## src/rtl/tts_ram.sv

```systemverilog
// ----------------------------------------------------------------------------
// Generic simple dual-port RAM
// One write port and one read port with a registered read.
// ----------------------------------------------------------------------------
module tts_ram #(
  parameter int WIDTH = 8,
  parameter int DEPTH = 256
) (
  input  logic                     clk,
  input  logic                     we,
  input  logic [$clog2(DEPTH)-1:0] waddr,
  input  logic [WIDTH-1:0]         wdata,
  input  logic [$clog2(DEPTH)-1:0] raddr,
  output logic [WIDTH-1:0]         rdata
);

  logic [WIDTH-1:0] mem [DEPTH];
  logic [WIDTH-1:0] rdata_r;

  always_ff @(posedge clk) begin
    if (we) begin
      mem[waddr] <= wdata;
    end
    rdata_r <= mem[raddr];
  end

  assign rdata = rdata_r;

endmodule

```

## config.mk

```make
export PLATFORM = sky130hd
export DESIGN_NAME = tts_ram
export DESIGN_NICKNAME = d
export VERILOG_FILES = /design/src/rtl/tts_ram.sv
export SDC_FILE = /design/constraint.sdc
export NUM_CORES = 2
export LEC_CHECK = 0
export ABC_AREA = 1
export BUFFER_PORTS_ARGS = -buffer_cell sky130_fd_sc_hd__clkbuf_2
export CAP_MARGIN = 10
export CORE_MARGIN = 5
export CORE_UTILIZATION = 35
export DETAILED_ROUTE_END_ITERATION = 10
export GPL_TIMING_DRIVEN = 1
export PLACE_DENSITY = 0.59
export REMOVE_ABC_BUFFERS = 1
export SYNTH_ARGS = -nofsm -noshare
export SYNTH_HDL_FRONTEND = slang
export SYNTH_SLANG_ARGS = --single-unit
```

## constraint.sdc

```tcl
create_clock -name clk -period 3 [get_ports clk]
set_input_delay 0.15 -clock clk [delete_from_list [all_inputs] [get_ports clk]]
set_output_delay 0.15 -clock clk [all_outputs]
set_load 0.01 [all_outputs]
```

==> flow_summary.ini <==
[floorplan]
rows = 179
die_area_sq_um = 248100
die_h_um = 498.1
start_util_pct = 35.10
die_x_um = 498.1
top_level_ports = 34
fp.coreArea_sq_um = 237600

[route]
drt_iter0_drc = 6283
wl_mm = 240.6
vias_per_cell = 5.236
dr.pass1.iters = 6
postRouteAntennaNets = 0
vias = 55300
avgRoutedWirePerCell_um = 22.78
drc = 0

[setup_path]
critical_path.endpoint = mem[246][6]
critPathArrivalTime_ps = 2630
path_max_fanout = 16
reg2reg_depth = 10
worst-path-stages = 6
worst_path_largest_cell_delay_ps = 880
end_kind = flip-flop
critPathKind = in -> reg
crit_chain = dlygate4sd3_1 > clkbuf_2 > nand2_1 > inv_1 > nand2_1 > nor2_1
critPathRequiredTime_ps = 3470
rrSetupSlack_ps = 1090
cp-start-kind = input port
startpoint = waddr[5]
cpMostUsedCell = nand2_1
path_buf_inv = 3
crit_slowest_cell = nor2_1
reg2reg_to = rdata[0]
cp_top_family = simple AND/OR/NAND/NOR gates
rr_startpoint = mem[157][0]

[sta]
tightest_slew_ps = 1076
rsz0062_at_grt = false
finalSetupViolCount = 0
post-route-period-util_pct = 72.17
finalHoldViolCount = 0
slew_viol_final = 0
clock_skew_ps = 41.93
holdWs_ps = 64.49
relSlewSlack_pct = 28.09
timing.final.crit_period_ps = 2165
max_clock_freq_mhz = 461.9

[power]
total_power_uw = 60460
internal_power_uw = 46830
switching_power_uw = 13640
swShare_pct = 22.56
max-vdd-ir-drop_mv = 0.5064
pwr-share-seq_pct = 52.4
combPwrFrac_pct = 6.3
p_leak_uw = 0.03367
power-per-cell-area_nw_per_um2 = 627.7
clockPowerShare_pct = 41.2

[layout]
syn_to_final_growth_pct = 15.50
final_nets = 7254
drive_gt1_share_pct = 10.54
final_util_pct = 40.53

[clock_network]
cts-resized-gates = 0
insertion_delay_ps = 850
cts-root-buf = clkbuf_16
cts_buffer_depth = 3
cts_made_buffers = 198
cts_tree = yes
clkSlewWorstSetupHoldPaths_ps = 60
cts-htree-levels = 4
cts-hold-fix-buffers = 11
cts.sinks = 2056
post_cts_buffers = 0

[grt]
grt_antenna_before_repair = 9
grt_pass1_vias = 53680
grt_max_degree = 121
overflow = 0
grt_pass1_wl_mm = 356.3
track_usage_pct = 18.88

[logic_synthesis]
yosysMostFrequentCell = nand2_1
synth_top_area_share_pct = 73.74
yosysSeqAreaShare_pct = 73.94
netlist_top_cells_area = edfxtp_1, nand3_1, nand2_1
ys_ff_latch = 2056
synth_edf_count = 2048
ys_types = 14
synth_cells = 7003
synth_warnings = 0
synthArstFlopShare_pct = 0
yosys.area.top_type = edfxtp_1
synthesis.area_sq_um = 83400
synth-main-ff-cell = edfxtp_1
syn_avg_cell_area_sq_um = 11.91
synth_top_cells_by_count = nand2_1, edfxtp_1, nand3_1

[placement]
place_congestion = 0.8417
io_buffers = 33
dp_hpwl_mm = 142.3

[run_status]
status = complete, no violations

[min_path]
hp-class = in -> reg

[flow_run]
drv_cap = 0
==> worst register-to-register path: stages (launching register included) <==
cell and delay, ps:
edfxtp_1 390, nand2_1 90, nand3_1 80, nand3_1 120, nand3_1 160, nand3_1 210
nand3_1 190, nand3_1 210, nand2_1 220, nand2_1 110, nand2_1 60
==> final cells by class <==
class                      instances  area (sq um)
timing repair buffer             508          4908
clock inverter                   107          1164
sequential                      2056         61660
fill                           22080        141300
tap                             3167          3963
multi-input combinational       4425         19150
antenna                            5         12.51
clock buffer                     256          5288
inverter                          39         180.2
==> metal layers <==
metal  global-route usage, %  up-vias  share of wire (%)
li1                        -    25290                  -
met1                   25.19    27300                 41
met2                   31.34     2318                 48
met3                   2.838      396                7.2
met4                   6.973        0                3.7
met5                       0        -                  0
==> sequential cells by signal, summed over array words and instances, names as in the netlist <==
name / count
mem: 2048
rdata: 8
==> worst min-delay path by stage <==
| stage | slack [ps] | to | cells past startpoint | from |
|---|---|---|---|---|
| finish | 60 | rdata[3] | 6 | raddr[6] |
| global route | 60 | rdata[3] | 6 | raddr[6] |
| CTS | 20 | rdata[3] | 6 | raddr[6] |
| detailed placement | 580 | mem[156][7] | 1 | wdata[7] |
| global placement | 580 | mem[156][7] | 1 | wdata[7] |
| floorplan | 250 | mem[0][0] | 0 | wdata[0] |
==> layout by cell type (no fill, tap or decap), types with 2 or more instances in the layout <==
master / Yosys / layout
buf_12: 0 / 81
buf_4: 46 / 382
buf_8: 1 / 11
bufinv_16: 0 / 20
clkbuf_1: 112 / 51
clkbuf_16: 0 / 202
clkbuf_2: 0 / 20
clkbuf_8: 0 / 3
clkinv_1: 0 / 39
clkinv_16: 0 / 3
clkinv_2: 0 / 30
clkinv_4: 0 / 2
clkinv_8: 0 / 4
clkinvlp_4: 0 / 6
dfxtp_1: 8 / 8
diode_2: 0 / 5
dlygate4sd3_1: 0 / 11
edfxtp_1: 2048 / 2048
inv_1: 36 / 34
inv_16: 0 / 3
inv_8: 0 / 2
nand2_1: 2123 / 2119
nand2_2: 0 / 4
nand3_1: 2019 / 2019
nor2_1: 283 / 283
==> power groups by stage <==
stage | registers (uW) | logic [uW] | clock network [uW]
2_1_floorplan | 32300 | 1670 | 0
3_3_place_gp | 32300 | 3770 | 0
3_5_place_dp | 32300 | 3790 | 0
4_1_cts | 31700 | 3820 | 25300
5_1_grt | 31700 | 4110 | 26500
6_report | 31700 | 3820 | 24900
==> kinds of logic after synthesis <==
| family | count (synthesis) | synth area share [%] |
|---|---|---|
| AND/OR/NAND/NOR | 4425 | 22.95 |
| flip-flops | 2056 | 73.94 |
| buffers and inverters | 522 | 3.119 |
==> through the flow <==
step	setup TNS, ps	area [sq um]	cells	setup slack [ps]
detailed placement	0	89750	10180	244.4
CTS	0	96310	10560	893.1
global placement	0	89720	10180	170.9
global route	0	96310	10560	827.4
floorplan	-22340	80940	6520	-2799
finish	0	96320	10560	834.8
(Power assumes the default switching activity.)
